==> config.mk <==
export PLATFORM = sky130hd
export DESIGN_NAME = mpool_argmax
export DESIGN_NICKNAME = d
export VERILOG_FILES = /design/src/hdl/mpool_pkg.sv /design/src/hdl/mpool_argmax.sv
export SDC_FILE = /design/constraint.sdc
export NUM_CORES = 1
export LEC_CHECK = 0
export ABC_AREA = 1
export BUFFER_PORTS_ARGS = -buffer_cell sky130_fd_sc_hd__buf_2
export CORE_MARGIN = 8
export CORE_UTILIZATION = 41
export DETAILED_ROUTE_END_ITERATION = 10
export MAX_ROUTING_LAYER = met4
export PLACE_DENSITY = 0.73
export SLEW_MARGIN = 20
export SYNTH_ARGS = -nofsm -noshare
export SYNTH_HDL_FRONTEND = slang
export SYNTH_SLANG_ARGS = --single-unit
==> constraint.sdc <==
create_clock -name vclk -period 9.3
set_input_delay 0.93 -clock vclk [all_inputs]
set_output_delay 0.93 -clock vclk [all_outputs]
set_load 0.02 [all_outputs]
==> src/hdl/mpool_pkg.sv <==
// ----------------------------------------------------------------------------
// mpool_pkg
// Shared sizes, types and tables of the streaming 2-D max pooling block.
// ----------------------------------------------------------------------------
package mpool_pkg;

  localparam int MAX_WIDTH     = 1024;
  localparam int MAX_HEIGHT    = 1024;
  localparam int MAX_POOL      = 4;
  localparam int SAMPLE_BITS   = 16;
  localparam int STRIDE_MAX    = 8;

  localparam int NSLOT         = MAX_POOL - 1;
  localparam int SLOT_BITS     = (NSLOT > 1) ? $clog2(NSLOT) : 1;
  localparam int COL_BITS      = $clog2(MAX_WIDTH);
  localparam int ROW_BITS      = $clog2(MAX_HEIGHT);
  localparam int P_BITS        = $clog2(MAX_POOL + 1);
  localparam int DY_BITS       = $clog2(MAX_POOL);
  localparam int SIDX_BITS     = $clog2(STRIDE_MAX);

  localparam int POOL_CFG_BITS = 3;
  localparam int STRIDE_BITS   = 4;
  localparam int DIM_BITS      = 11;
  localparam int POS_BITS      = 4;
  localparam int OUT_IDX_BITS  = 10;

  localparam int ADDR_BITS     = 4;
  localparam int DATA_BITS     = 32;

  // ceil(2^RECIP_SH / s): exact quotient for any 10-bit dividend and s up to 8
  localparam int RECIP_SH      = 14;
  localparam int RECIP_BITS    = 15;
  localparam logic [RECIP_BITS-1:0] RECIP_TAB [STRIDE_MAX] = '{
    15'd16384, 15'd8192, 15'd5462, 15'd4096, 15'd3277, 15'd2731, 15'd2341, 15'd2048
  };

  typedef enum logic [ADDR_BITS-3:0] {
    REG_POOL_SIZE,
    REG_STRIDE,
    REG_PLANE_WIDTH,
    REG_PLANE_HEIGHT
  } reg_idx_t;

  typedef logic signed [SAMPLE_BITS-1:0] sample_t;

  typedef struct packed {
    logic              shift_en;
    logic              cap_en;
    logic [P_BITS-1:0] pool;
  } cell_ctl_t;

endpackage

==> src/hdl/mpool_argmax.sv <==
// ----------------------------------------------------------------------------
// mpool_argmax
// Merges the column results into the window maximum and its row-major index.
// ----------------------------------------------------------------------------
module mpool_argmax import mpool_pkg::*; (
  input  logic [P_BITS-1:0]   pool,
  input  sample_t             col_best [MAX_POOL],
  input  logic [DY_BITS-1:0]  col_dy [MAX_POOL],
  output sample_t             max_value,
  output logic [POS_BITS-1:0] max_position
);

  localparam int POS_CALC = DY_BITS + P_BITS + 1;

  sample_t            best;
  logic [DY_BITS-1:0] bdy;
  logic [P_BITS-1:0]  bdx;
  logic [POS_CALC-1:0] pos;

  // leftmost column first; equal value with a higher row also wins
  always_comb begin
    logic found;
    found = 1'b0;
    best  = '0;
    bdy   = '0;
    bdx   = '0;
    for (int j = MAX_POOL - 1; j >= 0; j--) begin
      if (P_BITS'(j) < pool && (!found || col_best[j] > best ||
          (col_best[j] == best && col_dy[j] < bdy))) begin
        found = 1'b1;
        best  = col_best[j];
        bdy   = col_dy[j];
        bdx   = pool - P_BITS'(j) - 1'b1;
      end
    end
    pos = POS_CALC'(bdy) * POS_CALC'(pool) + POS_CALC'(bdx);
  end

  assign max_value    = best;
  assign max_position = POS_BITS'(pos);

endmodule

* After elaboration in Yosys (flattened, before gate mapping)
Index checks and enable logic that the tools add are counted.
Storage, ports and cells: word-level logic and storage cells 51, flip-flop bits (word level) 0, output and inout port bits 20
Operators by class: equality and inequality tests 3, $mul 1, add/subtract/negate cells 7, reductions and logical operators 15, muxes and demuxes 15, order comparisons 10
Operators with widths (number):
- 2-to-1 mux 16 bit | 4
- == test 16 bit | 3
- greater-than comparator 16 bit | 3
- 2-to-1 mux 3 bit | 4
- subtractor 3 x 1 -> 3 bit (second input constant) | 4
- 2-to-1 mux 2 bit | 4
- logical AND 1 bit | 6
- logical OR 1 bit | 6
- less-than comparator 1 x 3 -> 1 bit (first input constant) | 2
- less-than comparator 2 bit | 3
- less-than comparator 2 x 3 -> 1 bit (first input constant) | 2
- subtractor 3 x 2 -> 3 bit (second input constant) | 2
- adder 4 x 3 -> 4 bit | 1
- multiplier 2 x 3 -> 4 bit | 1
- logical NOT 1 bit | 3
- 2-to-1 mux 1 bit | 3

* Longest topological paths before layout
Gate-level depths: netlist (run 1).
word-level depth 19, gate-level depth with buffers 59

* Worst setup path before layout (run 1)
Ideal clock, no wire load.
path kind input -> output, start point input pool[2], end point output max_position[3], stages on the path 56, slack 298 ps, arrival 8072 ps, path through buf_4 clkbuf_1 nand2_1 ha_1 nand2_1 nor2_2 nand3_1 nand3_1 nand2_1 nand2_1 nand2_1 nand3_1 nand2_2 nand2_2 clkbuf_1 clkbuf_1 o21ai_0 ha_1 [... 20 more ...] a21oi_1 o21a_1 a22oi_1 nand2_2 nand2_2 buf_6 nand2_4 and2_4 nand2_1 fa_1 inv_1 ha_1 fa_1 xor2_1 inv_1 nand4_1 nand2_1 inv_1
On the way: longest elaborated chain between the ends 19, elaborated cells between the ends (all ways) 50
RTL lines:
- start: declaration | RTL line mpool_argmax.sv:6 | input logic [P_BITS-1:0] pool,
- less-than comparator 2 x 3 -> 1 bit | RTL line mpool_argmax.sv:28 | if (P_BITS'(j) < pool && (!found || col_best[j] > best ||
- 2-to-1 mux 16 bit, or another cell as far along | RTL line mpool_argmax.sv:28
- greater-than comparator 16 bit, or another cell as far along | RTL line mpool_argmax.sv:28
- logical OR 1 bit / logical AND 1 bit (equally long branches) | RTL line mpool_argmax.sv:28, mpool_argmax.sv:29
- logical OR 1 bit | RTL line mpool_argmax.sv:28
- logical AND 1 bit | RTL line mpool_argmax.sv:28
- 2-to-1 mux 16 bit, or another cell as far along | RTL line mpool_argmax.sv:28
- greater-than comparator 16 bit, or another cell as far along | RTL line mpool_argmax.sv:28
- [... 3 more ...]
- 2-to-1 mux 16 bit, or another cell as far along | RTL line mpool_argmax.sv:28
- greater-than comparator 16 bit, or another cell as far along | RTL line mpool_argmax.sv:28
- logical OR 1 bit / logical AND 1 bit (equally long branches) | RTL line mpool_argmax.sv:28, mpool_argmax.sv:29
- logical OR 1 bit | RTL line mpool_argmax.sv:28
- logical AND 1 bit | RTL line mpool_argmax.sv:28
- 2-to-1 mux 2 bit | RTL line mpool_argmax.sv:28
- multiplier 2 x 3 -> 4 bit | RTL line mpool_argmax.sv:36 | pos = POS_CALC'(bdy) * POS_CALC'(pool) + POS_CALC'(bdx);
- adder 4 x 3 -> 4 bit * | RTL line mpool_argmax.sv:36
- end: declaration | RTL line mpool_argmax.sv:10 | output logic [POS_BITS-1:0] max_position
Mark *: on every way between the ends. The rest lies on a longest branch, timed or not.

* Worst setup path after layout (run 1)
Same ends and word-level chain as after synthesis.

==> results of run 1 <==
per-stage QoR:
step | worst slack [ps] | TNS, ps | power, W | instances | instance area (um2)
floorplan | 298 | 0 | 0.000313 | 398 | 2450
global placement | 89.1 | 0 | 0.000398 | 560 | 2980
detailed placement | -74.3 | -74.3 | 0.000408 | 560 | 2980
CTS | 26.1 | 0 | 0.000410 | 560 | 2980
global route | -55.2 | -55.2 | 0.000498 | 568 | 3180
finish | 447 | 0 | 0.000443 | 568 | 3180
kinds of logic (layout without fill, tap and decap cells):
logic type	Yosys count	count (layout)	share of synthesized area (%)
buf+inv	69	164	12.3
xor+xnor	4	4	1.43
fa+ha+maj	61	61	32.1
compound gates	89	89	22.4
simple gates	175	175	31.7
layout make-up:
type,instances,area [um2],share of cell area (%)
multi-input cells,329,2260,70.9
repair buffers,110,631,19.8
inverters,54,203,6.37
well taps,75,93.8,2.95
layout by cell type (no fill, tap or decap), drive strengths merged, types with 3 or more instances in the layout:
cell type and count:
nand3 20, xor2 3, buf 110, nor2 28
nand2 112, a21oi 32, ha 58, nor3 4
fa 3, nand4 6, inv 54, o21ai 43
where the power goes:
group / internal, W / switching [W]
combinational: 0.000170 / 0.000273
clock: 0 / 0
sequential: 0 / 0
timing repair:
item                       CTS  global route
setup buffers                0             8
setup endpoints to repair    1             3
pin swaps                    0            14
resized for setup            1            38
layer usage:
metal / share of wire, % / track usage, %
met5: 0 / -
met1: 45 / 20.3
met3: 5.3 / 1.76
met4: 0.90 / 1.74
met2: 49 / 27.4
worst max-delay path: cells and delay by family:
| kind | cells | cell delay (ps) |
|---|---|---|
| XOR/XNOR | 1 | 160 |
| AO/OA/AOI/OAI | 10 | 1620 |
| AND/OR/NAND/NOR | 22 | 2290 |
| buffers and inverters | 10 | 940 |
| adder cells (fa/ha/maj) | 6 | 1960 |
path summary, 6_finish.rpt:
kind	startpoint	endpoint	slack (ps)
setup / recovery	pool[2]	max_position[3]	450
hold / removal	col_best[63]	max_value[15]	2240
==> results list, run 1 <==
- For this design the static power due to leakage is 1.78 nW.
* Antenna diode count: 0
- Each instance of the synthesized netlist takes up on average 6.15 um2.
- Transition time at the pin with the least slew margin: 542 ps
* Most common cell type on the critical path: sky130_fd_sc_hd__nand2_2
- Timing would allow up to 0.113 GHz.
* Area of the mapped netlist: 0.00245 mm2
* DRT Pass-1 Iters: 4
* Die Span Y: 93.2 um
- Sequential cells: 0
* Min-Delay Path Class: input pin to output port
* Worst VDD drop: 0.0000918 V
- Delay contributed by the slowest stage of the critical path: 500 ps
- The worst setup path is captured at an output port.
- Cell count of the worst hold path: 4
- The final layout contains routed wiring with a total length of 7320 um.
* Worst slew margin relative to its limit: 63.5%
- Synthesis produced a netlist whose cell count is 398.
* Cell with the biggest individual delay on the critical path: sky130_fd_sc_hd__fa_1
- Relative to the synthesized area, the layout overhead comes to 30.1%.
* Max-cap violations: 0
- Yosys warning count: 0
- Iteration-0 DRC Markers: 97
* Status: complete, no violations
* Highest net fanout along the worst path: 27
- Dividing total power by cell area gives a power density of 139 mW/mm2.
- Detailed-route via count: 2859
- During I/O placement, the number of pins put on the boundary was 95.
* Startpoint type of the worst setup path: input pin
* Total GRT Usage: 16.1%
- When the netlist entered floorplanning its net count stood at 534.
- Final count of pins violating max slew: 0
- Row generation in the floorplan step produced 28 rows.
- The post-route netlist has 33.3% of its cells at a drive strength greater than 1.
* DRC errors left: 0
- For the worst setup path, the data required time is 8370 ps.
- Dividing the detail-routed via count by the number of cells gives 5.03.
* IO Port Bufs: 95
- Time the worst path needs with I/O delays and setup: 8850 ps
* Clock buffers: 0
- The wire-length estimate of the detail-placed layout is 6360 um.
* Cell with the most instances after synthesis: sky130_fd_sc_hd__nand2_1
* Core region area: 0.00585 mm2
- The die covers 0.00869 mm2.
* Initial Util: 41.8%
- The filler cells instantiated in the layout total 608.
- Sorting the synthesized cells by how often they occur yields 103 x sky130_fd_sc_hd__nand2_1, 58 x sky130_fd_sc_hd__ha_1, 54 x sky130_fd_sc_hd__inv_1.
- Cell accounting for the most synthesized area: sky130_fd_sc_hd__ha_1
- The die is 93.2 um wide.
* Proportion of netlist area held by the largest area contributor: 29.7%
- Number of nets with antenna violations after detailed routing: 0
* Sequential cell area fraction in the yosys report: 0%
* Largest cells by area after synthesis: sky130_fd_sc_hd__ha_1 30%, sky130_fd_sc_hd__nand2_1 16%, sky130_fd_sc_hd__inv_1 8.3%
- At the end of the flow, the number of nets in the layout was 631.
- Pin count of the biggest net entering global routing: 33
* Wire length of the first global-routing pass: 12000 um
* Count of endpoints failing setup in the final report: 0
* Period utilization: 95.2%
- The critical path is of the input pin to output port type.
- Dividing the detail-routed wire length by the instance count gives 12.9 um.
- Number of distinct standard cells referenced by the synthesized netlist: 40
* Gpl congestion: 0.926
- The sequential cells in the finished layout cover a total of 0 um2.
* Residual overflow from global routing: 0
- Vias in the first global route: 2797
- Antenna violations before repair: 0
* Final hold violations: 0
- Crit path DAT: 7920 ps
- Final core occ: 54.4%
- For this design, the CTS-stage hold fixing added 0 buffers.
- The tightest hold path in the finished design has a slack of 2240 ps.
No activity file was read; power rests on OpenSTA's default activity.
==> inputs of run 2 (changes only) <==
--- a/config.mk
+++ b/config.mk
@@ -6,12 +6,13 @@
 export NUM_CORES = 1
 export LEC_CHECK = 0
 export ABC_AREA = 1
-export BUFFER_PORTS_ARGS = -buffer_cell sky130_fd_sc_hd__buf_2
 export CORE_MARGIN = 8
 export CORE_UTILIZATION = 41
 export DETAILED_ROUTE_END_ITERATION = 10
+export DONT_BUFFER_PORTS = 1
 export MAX_ROUTING_LAYER = met4
-export PLACE_DENSITY = 0.73
+export PLACE_DENSITY = 0.58
+export REMOVE_ABC_BUFFERS = 1
 export SLEW_MARGIN = 20
 export SYNTH_ARGS = -nofsm -noshare
 export SYNTH_HDL_FRONTEND = slang
==> run 2 against run 1 <==
  * First-iteration DRC count decreased by 1.0%
  * Power is 13% lower
  * Non-clock buffer count down 99
  * Wire length decreased by 3.5%
  * Largest cell class unchanged
  * Sequential share of layout area did not move
  * Global-route usage is 0.77 points lower
  * Critical endpoint unchanged
  * Combinational power decreased by 13%
==> results list, run 2 (synthesis results as in run 1) <==
- The run finished with clean final reports.
- Met2 global-route usage: 26.2%
- Most used cells in the layout excluding fill and tap cells: 102 x sky130_fd_sc_hd__nand2_1, 58 x sky130_fd_sc_hd__ha_1, 52 x sky130_fd_sc_hd__inv_1
- Dividing total power by cell area gives a power density of 145 mW/mm2.
- Across the run, the number of max-cap violations was 0.
* Number of nets with antenna violations after detailed routing: 0
- The die is 93.2 um wide.
- After routing the design area is 0.00265 mm2.
- Classification of the worst setup path: input pin to output port
- Worst hold margin: 2050 ps
* Cell Area, Placed: 0.00247 mm2
- Final total negative setup slack: 0 ps
* Highest net fanout along the worst path: 9
- Gpl congestion: 0.867
- For this run, the detailed router's first-pass iteration total came to 4.
* Time the worst path needs with I/O delays and setup: 8730 ps
- From synthesis to final layout, the design area changed by 8.49%.
- The detailed router placed 2488 vias in this run.
- Wire length of the first global-routing pass: 10900 um
- The initial antenna violation count came to 0.
- Registers take 0 um2.
- Cell with the biggest individual delay on the critical path: sky130_fd_sc_hd__fa_1
- The initial utilization of the core area, before any placement, comes to 41.8%.
- The floorplan step defined a die boundary enclosing 0.00869 mm2.
* Total GRT Usage: 15.3%
* Worst VDD drop: 0.000144 V
- Transition time at the pin with the least slew margin: 781 ps
- After detailed routing, the number of remaining DRC violations is 0.
- Met1 Use GR: 19.1%
- Summed over all nets, the half-perimeter wirelength after detailed placement is 6130 um.
* Critical path required time: 8370 ps
- Iteration-0 DRC Markers: 96
* Antenna diode count: 0
* # hold bufs at CTS: 0
- GRT met3 Usage: 1.92%
* Sum of internal, switching and leakage power: 0.000384 W
* Worst slew margin relative to its limit: 47.9%
* Most common cell after layout, fill and taps aside: sky130_fd_sc_hd__nand2_1
- Prior to clock tree synthesis, the placed netlist has a worst setup slack of -57.2 ps.
* I/O pin total: 95
* Min-Delay Path Class: input pin to output port
* Pin count of the biggest net entering global routing: 35
- The total area inside the core boundary comes to 0.00585 mm2.
* Routed wire length: 7060 um
- The via count of the first global-routing pass was 2378.
- Count of endpoints failing setup in the final report: 0
- Dividing the final minimum period by the clock period gives 93.9%.
* Most congested layer reported by global routing: met2
- Dividing the detail-routed via count by the number of cells gives 5.27.
- By instance count, the cell type seen most on the critical path is sky130_fd_sc_hd__nand2_1.
- Ratio of cells with drive above 1 in the final layout: 16.4%
- For this run, the top clock speed supported by timing is 0.114 GHz.
- Residual overflow from global routing: 0
- Worst Setup End Kind: output port
- In this run the core area contains 28 standard-cell rows.
* Clock buffers: 0
- Buffers placed on the I/O ports in this run total 0.
- For this design the static power due to leakage is 1.39 nW.
- Wirelength per Cell: 15.0 um
* Final count of pins violating max slew: 0
- The net count of the finished layout is 535.
- Data on the critical path arrives at its endpoint at 7800 ps.
- In this run the vertical extent of the chip is 93.2 um.
* Smallest setup slack after layout: 566 ps
- Final hold violations: 0
- On the worst path, the slowest cell contributes a delay of 500 ps.
- Startpoint type of the worst setup path: input pin
* Sequential cells: 0
## run 2: changes by cell type in the layout (fill, tap and decap cells not counted), sizes merged
cell	change
buf	-99
clkinvlp	+2
inv	-1
nand2	+2
## run 2: routing by layer
layer	share of wire, %	wire length, um
met1	45	3150
met2	48	3360
met3	6.1	432
met4	1.6	115
met5	0	0
## run 2: worst max-delay path: cells and delay by family
family / cells / cell delay, ps
simple gates: 25 / 2680
fa+ha+maj: 6 / 1940
compound gates: 9 / 1430
buf+inv: 7 / 660
xor+xnor: 1 / 180
## run 2: what timing repair did
action,CTS,global route
pin swaps,0,7
endpoints found under the setup margin,1,2
resized for setup,1,36
gates cloned,0,3
buffers inserted,0,7
## run 2: cell type report
class                           count  area, um2
Fill cell                         659       3200
Multi-Input combinational cell    331       2260
Inverter                           54        206
Tap cell                           75       93.8
Timing Repair Buffer               11       86.3
Timing Repair inverter              1       5.00
## run 2: where the power goes
group	leakage, nW	total (W)	switching, W	internal [W]
Combinational	1.39	0.000384	0.000254	0.000130
Clock	0	0	0	0
Sequential	0	0	0	0
## run 2: worst paths after layout
kind / from / to / slack, ps / depth (start not counted)
setup / recovery: col_best[7] / max_position[3] / 570 / 48
hold / removal: col_best[59] / max_value[11] / 2050 / 2
## run 2: through the flow
stage / util [%] / std cells
2_1_floorplan: - / 383
3_5_place_dp: 42.2 / 462
4_1_cts: 42.3 / 462
6_report: 45.4 / 472
3_3_place_gp: 42.2 / 462
5_1_grt: 45.4 / 472
