===== src/hdl/mpool_pkg.sv =====
// ----------------------------------------------------------------------------
// mpool_pkg
// Shared sizes, types and tables of the streaming 2-D max pooling block.
// ----------------------------------------------------------------------------
package mpool_pkg;

  localparam int MAX_WIDTH     = 1024;
  localparam int MAX_HEIGHT    = 1024;
  localparam int MAX_POOL      = 4;
  localparam int SAMPLE_BITS   = 16;
  localparam int STRIDE_MAX    = 8;

  localparam int NSLOT         = MAX_POOL - 1;
  localparam int SLOT_BITS     = (NSLOT > 1) ? $clog2(NSLOT) : 1;
  localparam int COL_BITS      = $clog2(MAX_WIDTH);
  localparam int ROW_BITS      = $clog2(MAX_HEIGHT);
  localparam int P_BITS        = $clog2(MAX_POOL + 1);
  localparam int DY_BITS       = $clog2(MAX_POOL);
  localparam int SIDX_BITS     = $clog2(STRIDE_MAX);

  localparam int POOL_CFG_BITS = 3;
  localparam int STRIDE_BITS   = 4;
  localparam int DIM_BITS      = 11;
  localparam int POS_BITS      = 4;
  localparam int OUT_IDX_BITS  = 10;

  localparam int ADDR_BITS     = 4;
  localparam int DATA_BITS     = 32;

  // ceil(2^RECIP_SH / s): exact quotient for any 10-bit dividend and s up to 8
  localparam int RECIP_SH      = 14;
  localparam int RECIP_BITS    = 15;
  localparam logic [RECIP_BITS-1:0] RECIP_TAB [STRIDE_MAX] = '{
    15'd16384, 15'd8192, 15'd5462, 15'd4096, 15'd3277, 15'd2731, 15'd2341, 15'd2048
  };

  typedef enum logic [ADDR_BITS-3:0] {
    REG_POOL_SIZE,
    REG_STRIDE,
    REG_PLANE_WIDTH,
    REG_PLANE_HEIGHT
  } reg_idx_t;

  typedef logic signed [SAMPLE_BITS-1:0] sample_t;

  typedef struct packed {
    logic              shift_en;
    logic              cap_en;
    logic [P_BITS-1:0] pool;
  } cell_ctl_t;

endpackage


===== src/hdl/mpool_cell.sv =====
// ----------------------------------------------------------------------------
// mpool_cell
// One window column: holds MAX_POOL samples, passes them on to the next
// column, and reduces its column to a maximum and its row offset.
// ----------------------------------------------------------------------------
module mpool_cell import mpool_pkg::*; (
  input  logic               clk,
  input  logic               rst_n,
  input  cell_ctl_t          ctl,
  input  sample_t            col_in [MAX_POOL],
  output sample_t            col_out [MAX_POOL],
  output sample_t            best_val,
  output logic [DY_BITS-1:0] best_dy
);

  sample_t            col_r [MAX_POOL];
  sample_t            best_val_r;
  logic [DY_BITS-1:0] best_dy_r;
  sample_t            bv;
  logic [DY_BITS-1:0] bdy;

  always_ff @(posedge clk) begin
    if (!rst_n) begin
      col_r <= '{default: '0};
    end else if (ctl.shift_en) begin
      col_r <= col_in;
    end
  end

  // oldest row first so that the topmost maximum wins a tie
  always_comb begin
    logic found;
    found = 1'b0;
    bv    = '0;
    bdy   = '0;
    for (int k = MAX_POOL - 1; k >= 0; k--) begin
      if (P_BITS'(k) < ctl.pool && (!found || col_r[k] > bv)) begin
        found = 1'b1;
        bv    = col_r[k];
        bdy   = DY_BITS'(ctl.pool - P_BITS'(k) - 1'b1);
      end
    end
  end

  always_ff @(posedge clk) begin
    if (ctl.cap_en) begin
      best_val_r <= bv;
      best_dy_r  <= bdy;
    end
  end

  assign col_out  = col_r;
  assign best_val = best_val_r;
  assign best_dy  = best_dy_r;

endmodule


===== config.mk =====
export PLATFORM = sky130hd
export DESIGN_NAME = mpool_cell
export DESIGN_NICKNAME = d
export VERILOG_FILES = /design/src/hdl/mpool_pkg.sv /design/src/hdl/mpool_cell.sv
export SDC_FILE = /design/constraint.sdc
export NUM_CORES = 1
export LEC_CHECK = 0
export ABC_CLOCK_PERIOD_IN_PS = 9400
export BUFFER_PORTS_ARGS = -buffer_cell sky130_fd_sc_hd__buf_2
export CAP_MARGIN = 15
export CORE_ASPECT_RATIO = 1.75
export CORE_MARGIN = 2
export CORE_UTILIZATION = 52
export CTS_CLUSTER_DIAMETER = 60
export CTS_CLUSTER_SIZE = 24
export DETAILED_ROUTE_END_ITERATION = 10
export PLACE_DENSITY = 0.81
export SLEW_MARGIN = 20
export SYNTH_ARGS = -nofsm -noshare
export SYNTH_HDL_FRONTEND = slang
export SYNTH_SLANG_ARGS = --single-unit

===== constraint.sdc =====
create_clock -name clk -period 9.4 [get_ports clk]
set_clock_uncertainty 0.15 [all_clocks]
set_input_delay 0.94 -clock clk [delete_from_list [all_inputs] [get_ports clk]]
set_output_delay 0.94 -clock clk [all_outputs]
set_load 0.01 [all_outputs]

* Word-level counts from Yosys, hierarchy flattened
Index checks and enable logic that the tools add are counted.
** Storage, ports and cells
- Register bits after elaboration :: 82
- Output and inout bits :: 82
- Word-level logic and storage cells :: 39
- Input port bits :: 71
** Operators by class
- Order comparisons :: 7
- $add $sub $neg :: 6
- Multiplexer cells :: 11
- Reduce and logical (&&, ||, !) cells :: 9
** Operators by type and width (count)
- two-way mux 16 bit :: 4
- greater-than comparator 16 bit :: 3
- two-way mux 2 bit :: 4
- subtractor 2 x 1 -> 2 bit, second input constant :: 4
- less-than comparator 1 x 3 -> 1 bit, first input constant :: 2
- less-than comparator 2 x 3 -> 1 bit, first input constant :: 2
- subtractor 2 bit, second input constant :: 2
- logical AND 1 bit :: 3
- logical NOT 1 bit :: 3
- logical OR 1 bit :: 3
- two-way mux 1 bit :: 3

* Depth between registers and ports, before layout
Gate-level depths: netlist (run 1).
- Depth in word-level cells :: 14
- Gate-level depth with buffers :: 31
- Mapped depth without buffers :: 24

* Worst setup path after synthesis (run 1)
Ideal clock, no wire load.
- Path type :: input -> register
- Start :: input port ctl[2] (netlist bit)
- End :: register best_val_r[1], in the netlist best_val[1] (data pin)
- Arrival time :: 7.397 ns
- Setup time :: 0.267 ns
- Buffers on the path :: 7
- Slack :: 1.586 ns
- Required time :: 8.983 ns
- Cell stages on the path :: 30
- Path through :: clkbuf_1 clkbuf_1 buf_1 nand2_1 ha_1 nand4_2 nor4_1 a21bo_2 a31o_2 a31oi_1 buf_2 buf_2 a22oi_1 ha_1 nand4_1 nor4_1 o21ai_1 a31oi_4 o22a_2 buf_4 a221oi_2 or2_1 ha_1 and3_1 a221o_1 o211ai_1 a31oi_1 o21ai_1 clkbuf_1 o31ai_1
** On the way
- Cells in the longest elaborated chain, start to end :: 14
- Elaborated cells on any way between the ends :: 23
** Ends and longest elaborated chain
- from (decl) :: RTL line mpool_cell.sv:9 : input cell_ctl_t ctl,
- less-than comparator 2 x 3 -> 1 bit :: RTL line mpool_cell.sv:37 : if (P_BITS'(k) < ctl.pool && (!found || col_r[k] > bv)) begin
- two-way mux 16 bit / two-way mux 1 bit (equally long branches) :: RTL line mpool_cell.sv:37
- greater-than comparator 16 bit / logical NOT 1 bit (equally long branches) :: RTL line mpool_cell.sv:37
- logical OR 1 bit :: RTL line mpool_cell.sv:37
- logical AND 1 bit :: RTL line mpool_cell.sv:37
- two-way mux 16 bit / two-way mux 1 bit (equally long branches) :: RTL line mpool_cell.sv:37
- greater-than comparator 16 bit / logical NOT 1 bit (equally long branches) :: RTL line mpool_cell.sv:37
- logical OR 1 bit :: RTL line mpool_cell.sv:37
- logical AND 1 bit :: RTL line mpool_cell.sv:37
- two-way mux 16 bit / two-way mux 1 bit (equally long branches) :: RTL line mpool_cell.sv:37
- greater-than comparator 16 bit / logical NOT 1 bit (equally long branches) :: RTL line mpool_cell.sv:37
- logical OR 1 bit :: RTL line mpool_cell.sv:37
- logical AND 1 bit :: RTL line mpool_cell.sv:37
- two-way mux 16 bit (*) :: RTL line mpool_cell.sv:37
- via bv[1] :: RTL line mpool_cell.sv:19 : sample_t bv;
- to (signal assigned) :: RTL line mpool_cell.sv:47 : best_val_r <= bv;
- to (decl) :: RTL line mpool_cell.sv:17 : sample_t best_val_r;
Mark *: on every way through the listed nets, which the timed path passes. The rest lies on a longest branch.
A chain may end at the register's enable or synchronous reset.

* Worst setup path after layout (run 1)
- Start :: input port ctl[2] (netlist bit)
- End :: register best_dy_r[1], in the netlist best_dy[1] (data pin)
** On the way
- Cells in the longest elaborated chain, start to end :: 14
- Elaborated cells on any way between the ends :: 26
** Ends and longest elaborated chain
- less-than comparator 2 x 3 -> 1 bit :: RTL line mpool_cell.sv:37
- two-way mux 16 bit / two-way mux 1 bit (equally long branches) :: RTL line mpool_cell.sv:37
- greater-than comparator 16 bit / logical NOT 1 bit (equally long branches) :: RTL line mpool_cell.sv:37
- logical OR 1 bit :: RTL line mpool_cell.sv:37
- logical AND 1 bit :: RTL line mpool_cell.sv:37
- two-way mux 16 bit / two-way mux 1 bit (equally long branches) :: RTL line mpool_cell.sv:37
- greater-than comparator 16 bit / logical NOT 1 bit (equally long branches) :: RTL line mpool_cell.sv:37
- logical OR 1 bit :: RTL line mpool_cell.sv:37
- logical AND 1 bit :: RTL line mpool_cell.sv:37
- two-way mux 16 bit / two-way mux 1 bit (equally long branches) :: RTL line mpool_cell.sv:37
- greater-than comparator 16 bit / logical NOT 1 bit (equally long branches) :: RTL line mpool_cell.sv:37
- logical OR 1 bit :: RTL line mpool_cell.sv:37
- logical AND 1 bit :: RTL line mpool_cell.sv:37
- two-way mux 2 bit (*) :: RTL line mpool_cell.sv:37
- via bdy[1] :: RTL line mpool_cell.sv:20 : logic [DY_BITS-1:0] bdy;
- to (signal assigned) :: RTL line mpool_cell.sv:48 : best_dy_r <= bdy;
- to (decl) :: RTL line mpool_cell.sv:18 : logic [DY_BITS-1:0] best_dy_r;
Marks and branches as above.

==> results.yml, run 1 <==
run_status:
  status: "complete, no violations"
floorplanning:
  dieArea_sq_um: 10500
  start_util: 0.532
  rows: 47
  design.portCount: 153
  coreArea_sq_um: 9470
  fp.dieW_um: 78.4
  die_h_um: 134
place:
  port_buffers: 152
  dp_cells: 765
  dpl.hpwl_um: 9960
  pre_cts_ws_ns: 1.20
  globalplace.congestion: 0.857
yosys:
  synth_top_area_share: 0.254
  yosys.area_share.xor_xnor: 0
  synth_edf_count: 18
  synth_fp_nets: 636
  synth_adder_area_share: 0.119
  muxShareOfSynthArea: 0.127
  yosysSeqAreaShare: 0.361
  yosys-top-cells-count: "nor2b_1, dfxtp_1, mux2i_1"
  synth_area_sq_um: 5040
  async_flop_share: 0
  synth_top_family_by_area: "simple AND/OR/NAND/NOR gates"
  synth_compound_area_frac: 0.166
  synthFlopType: "dfxtp_1"
  synth_seq_cells: 82
  synthSimpleGateAreaFrac: 0.194
  syn-instance-count: 517
  synth_area_leaders: "dfxtp_1, mux2i_1, ha_1"
  yosysTopAreaCell: "dfxtp_1"
  avgSynthCellArea_sq_um: 9.75
  synth_warnings: 0
  ys_types: 52
  synthMostInstantiatedCell: "nor2b_1"
clock_tree:
  cts_made_buffers: 9
  cts_setup_buffers: 0
  clockRootBuffer: "clkbuf_16"
  clkTransAtPathRegs_ns: 0.06
  clock_path_buffers: 2
  cts.sinks: 82
  insertion_delay_ns: 0.34
  tritoncts: "yes"
  htree_levels: 3
  cts-resized-gates: 0
  holdBufCountCts: 0
finish:
  antenna_cells: 0
  area_delta_synth_final_pct: 22.7
  final_cells: 781
  nets: 773
  drive_gt1_frac: 0.294
setup_path:
  cpPeakStageDelay_ns: 0.47
  required_ns: 9.33
  cpMaxStageDelayCell: "o22a_2"
  crit_type: "in -> reg"
  crit_buf_inv: 2
  crit_path_end_kind: "flop"
  crit_fanout: 26
  start_kind: "input port"
  cp_common_cell: "ha_1"
  crit_family: "compound AO/OA/AOI/OAI gates"
  arrival_ns: 7.84
sta:
  fin_ws_ns: 1.50
  slew_headroom: 0.287
  fmax_mhz: 127
  fin_crit_sh: 0.841
  worst_slew_pin_slew_ns: 1.07
  setup_violations: 0
  hold_viol: 0
  holdWs_ns: 0.398
  fin_tns_setup_ns: 0
  period_minus_slack_ns: 7.90
  drv_slew: 0
  rsz0062_at_grt: "false"
power:
  p_per_area_nw_per_um2: 187
  p_leak_nw: 2.92
  max-vdd-ir-drop_mv: 0.138
global_routing:
  grt_first_pass_wirelength_um: 20500
  antenna_found_initial: 0
  grt_max_degree: 65
  grt.total_usage: 0.244
  grt-ovfl-total: 0
  grt_pass1_vias: 4319
run:
  cap_violations: 0
route:
  drtAntennaViolNets: 0
  first_iter_violations: 211
  drt-total-wl_um: 12800
  avgRoutedWirePerCell_um: 16.4
  route.detailed.drc: 0
  dr.pass1.iters: 4
  viasPerCell: 5.72
  num_vias: 4468
hold_path:
  hold_path.class: "reg -> reg"
final timing paths:
check | start | to | slack (ns) | cells past startpoint
max reg2reg | col_out[14]$_SDFFE_PN0P_ | best_dy[1]$_DFFE_PP_ | 2.16 | 25
min reg2reg | col_out[15]$_SDFFE_PN0P_ | col_out[15]$_SDFFE_PN0P_ | 0.40 | 2
max | ctl[2] | best_dy[1]$_DFFE_PP_ | 1.50 | 26
min | col_out[15]$_SDFFE_PN0P_ | col_out[15]$_SDFFE_PN0P_ | 0.40 | 2
sequential cells by signal, indices dropped and copies added, names as in the netlist:
name / cells
col_out: 64
best_val: 16
best_dy: 2
through the flow:
step | total power [W] | cell area (sq um) | utilization
2_1_floorplan | 0.000673 | 5040 | -
3_3_place_gp | 0.000763 | 5860 | 0.619
3_5_place_dp | 0.000779 | 5860 | 0.619
4_1_cts | 0.00116 | 6190 | 0.653
5_1_grt | 0.00121 | 6190 | 0.653
6_report | 0.00116 | 6190 | 0.653
layout make-up:
type	instances	area [sq um]
well taps	122	153
clock inverters	5	75.1
multi-input cells	397	3060
repair buffers	155	786
flip-flops and latches	82	1820
fillers	793	3280
inverters	9	33.8
clock buffers	11	254
worst reg2reg max path: stages (launching register included):
cell,delay [ns]
dfxtp_1,0.45
nand2_1,0.10
ha_1,0.33
nand4_2,0.15
nor4_1,0.28
a21bo_2,0.27
nand3_1,0.13
a41o_1,0.45
buf_4,0.36
a22oi_1,0.14
ha_1,0.34
nand4_1,0.15
nor4_1,0.44
o21ai_1,0.19
a31oi_4,0.32
o22a_2,0.47
a221oi_2,0.08
or2_1,0.25
ha_1,0.31
and3_1,0.21
a221o_1,0.35
o211ai_1,0.23
a31oi_1,0.18
or2_2,0.37
a2bb2oi_1,0.17
nand4b_1,0.10
report_power, final:
part	switching (W)	total [W]	internal, W
Combinational	0.000200	0.000348	0.000148
Sequential	0.0000277	0.000427	0.000399
Clock	0.000133	0.000380	0.000247
Total	0.000361	0.00116	0.000794
cells by family (layout without fill, tap and decap cells):
family | after synthesis | count (layout)
mux | 64 | 64
buf+inv | 38 | 180
simple gates | 183 | 183
fa+ha+maj | 48 | 48
flops | 82 | 82
compound gates | 102 | 102
per-layer routing:
layer / up-vias / global-route usage / share of wire
li1: 2187 / - / -
met1: 2131 / 0.271 / 0.40
met2: 131 / 0.461 / 0.54
met3: 19 / 0.0336 / 0.043
met4: 0 / 0.0975 / 0.021
met5: - / 0 / 0
placed cells by master (no fill, tap or decap), types with 3 or more instances in the layout:
cell,instances
buf_2,151
nor2b_1,67
mux2i_1,64
dfxtp_1,64
ha_1,48
nand2_1,43
nor2_1,27
edfxtp_1,18
a21oi_1,17
o31ai_1,16
a22oi_1,15
or2_1,15
a221oi_2,12
clkbuf_16,10
nand4_1,9
inv_1,9
o21ai_0,5
a21o_1,5
o211ai_1,4
nand3_1,4
a31oi_1,4
buf_4,4
nor4_1,3
a221oi_1,3
and3_1,3
clkinv_2,3
(Power assumes the default switching activity.)
==> run 2: changes to the inputs <==
- ABC_CLOCK_PERIOD_IN_PS: 9400 -> 6860
- CORE_UTILIZATION: 52 -> 47
- PLACE_DENSITY: 0.81 -> 0.77
- clock period: 9.4 -> 6.86 ns (I/O delays scaled with it)
==> results.yml, run 2 (same netlist as run 1, synthesis figures left out) <==
clock_tree:
  tritoncts: "yes"
  clockRootBuffer: "clkbuf_16"
  insertion_delay_ns: 0.35
  cts.sinks: 82
  cts_made_buffers: 9
  clock_path_buffers: 2
  htree_levels: 3
  clkTransAtPathRegs_ns: 0.05
sta:
  holdWs_ns: 0.413
  fin_ws_ns: 0.426
  hold_viol: 0
  drv_slew: 0
  worst_slew_pin_slew_ns: 1.10
  period_minus_slack_ns: 6.43
  fin_crit_sh: 0.938
  slew_headroom: 0.266
  fmax_mhz: 155
  setup_violations: 0
  rsz0062_at_grt: "false"
route:
  viasPerCell: 5.60
  first_iter_violations: 230
  num_vias: 4498
  avgRoutedWirePerCell_um: 17.0
  dr.pass1.iters: 4
  drtAntennaViolNets: 0
  drt-total-wl_um: 13700
  route.detailed.drc: 0
place:
  port_buffers: 152
  pre_cts_ws_ns: -0.238
  dpl.hpwl_um: 10800
  globalplace.congestion: 0.892
power:
  p_leak_nw: 2.98
  total_power_w: 0.00159
  p_per_area_nw_per_um2: 250
  max-vdd-ir-drop_mv: 0.156
global_routing:
  grt_first_pass_wirelength_um: 22000
  antenna_found_initial: 0
  grt_pass1_vias: 4486
  grt_max_degree: 65
  grt-ovfl-total: 0
  grt.total_usage: 0.244
finish:
  final_common_cell: "buf_2"
  antenna_cells: 0
  drive_gt1_frac: 0.318
  nFillCells: 956
  largest_reg_flops: 64
  nets: 787
  layout_common_cells: "buf_2, nor2b_1, mux2i_1, dfxtp_1, ha_1"
  area_delta_synth_final_pct: 26.6
floorplanning:
  coreArea_sq_um: 10600
  design.portCount: 153
  die_h_um: 141
  rows: 50
  fp.dieW_um: 82.3
  dieArea_sq_um: 11600
  start_util: 0.477
setup_path:
  crit_family: "simple AND/OR/NAND/NOR gates"
  crit_type: "in -> reg"
  cpMaxStageDelayCell: "or4_4"
  crit_fanout: 17
  crit_buf_inv: 4
  arrival_ns: 6.37
  start_kind: "input port"
  crit_path_end_kind: "flop"
  cpPeakStageDelay_ns: 0.59
  required_ns: 6.80
run:
  cap_violations: 0
run_status:
  status: "complete, no violations"
hold_path:
  hold_path.class: "reg -> reg"
==> run 2: cell count changes in the layout (fill, tap and decap cells not counted), moves of 2 or more <==
| cell | previous run | this run |
|---|---|---|
| nor4_1 | 3 | 1 |
| clkinv_2 | 3 | 1 |
| clkinvlp_4 | 0 | 2 |
| clkinv_4 | 0 | 2 |
| buf_12 | 0 | 2 |
| buf_4 | 4 | 16 |
| nor4_2 | 0 | 2 |
==> run 2: layout make-up <==
type / instances / area (sq um) / area share
Multi-Input combinational cell: 397 / 3130 / 0.491
Tap cell: 130 / 163 / 0.0255
Inverter: 9 / 33.8 / 0.00529
Timing Repair Buffer: 169 / 936 / 0.147
Clock inverter: 6 / 67.6 / 0.0106
Sequential cell: 82 / 1820 / 0.285
Clock buffer: 10 / 229 / 0.0359
==> run 2: worst paths after layout <==
check	from	end	slack, ns	depth (start not counted)
worst max-delay path	ctl[2]	best_dy[1]$_DFFE_PP_	0.43	26
worst min-delay path	col_out[60]$_SDFFE_PN0P_	col_out[60]$_SDFFE_PN0P_	0.41	2
worst max register to register	col_out[6]$_SDFFE_PN0P_	best_dy[1]$_DFFE_PP_	0.53	25
worst min register to register	col_out[60]$_SDFFE_PN0P_	col_out[60]$_SDFFE_PN0P_	0.41	2
==> run 2: worst register-to-register path, stage by stage (launching register included) <==
cell	delay (ns)
dfxtp_1	0.43
nand2_1	0.09
ha_1	0.30
nand4_1	0.22
or4_4	0.59
buf_4	0.16
a31oi_4	0.25
buf_12	0.18
a22oi_1	0.08
ha_1	0.33
nand4_1	0.14
nor4_2	0.34
a22o_1	0.22
a31oi_4	0.04
buf_4	0.18
o22ai_4	0.15
nor2_1	0.08
or2_1	0.22
ha_1	0.31
and3_1	0.21
a221o_1	0.35
o211ai_1	0.23
a31oi_1	0.17
or2_2	0.37
a2bb2oi_1	0.17
nand4b_1	0.11
==> run 2: stage by stage <==
step	cell area [sq um]	utilization	std cells	setup TNS (ns)
after floorplan	5120	-	517	0
after global placement	6020	0.569	786	-0.0156
after detailed placement	6020	0.569	786	-1.83
after CTS	6310	0.597	802	0
after global routing	6380	0.604	803	0
final	6380	0.604	803	0
==> run 2: routing by layer <==
metal / vias to the layer above / share of wire / wire [um] / global-route usage
li1: 2212 / - / - / -
met3: 20 / 0.037 / 503 / 0.0346
met4: 0 / 0.028 / 379 / 0.101
met1: 2151 / 0.39 / 5350 / 0.280
met2: 115 / 0.54 / 7430 / 0.438
met5: - / 0 / 0 / 0
==> run 2: repair_timing <==
item                                    4_1_cts  5_1_grt
hold endpoints to repair                      0        0
endpoints found under the setup margin        0       18
hold buffers                                  0        0
setup buffers                                 0        0
gates resized for setup                       0        9
==> run 2: power breakdown <==
| group | switching [W] | leakage [nW] | internal (W) | total, W |
|---|---|---|---|---|
| Sequential | 0.0000380 | 0.712 | 0.000547 | 0.000585 |
| Combinational | 0.000292 | 2.13 | 0.000237 | 0.000529 |
| Clock | 0.000197 | 0.139 | 0.000282 | 0.000480 |
| Total | 0.000527 | 2.98 | 0.00107 | 0.00159 |
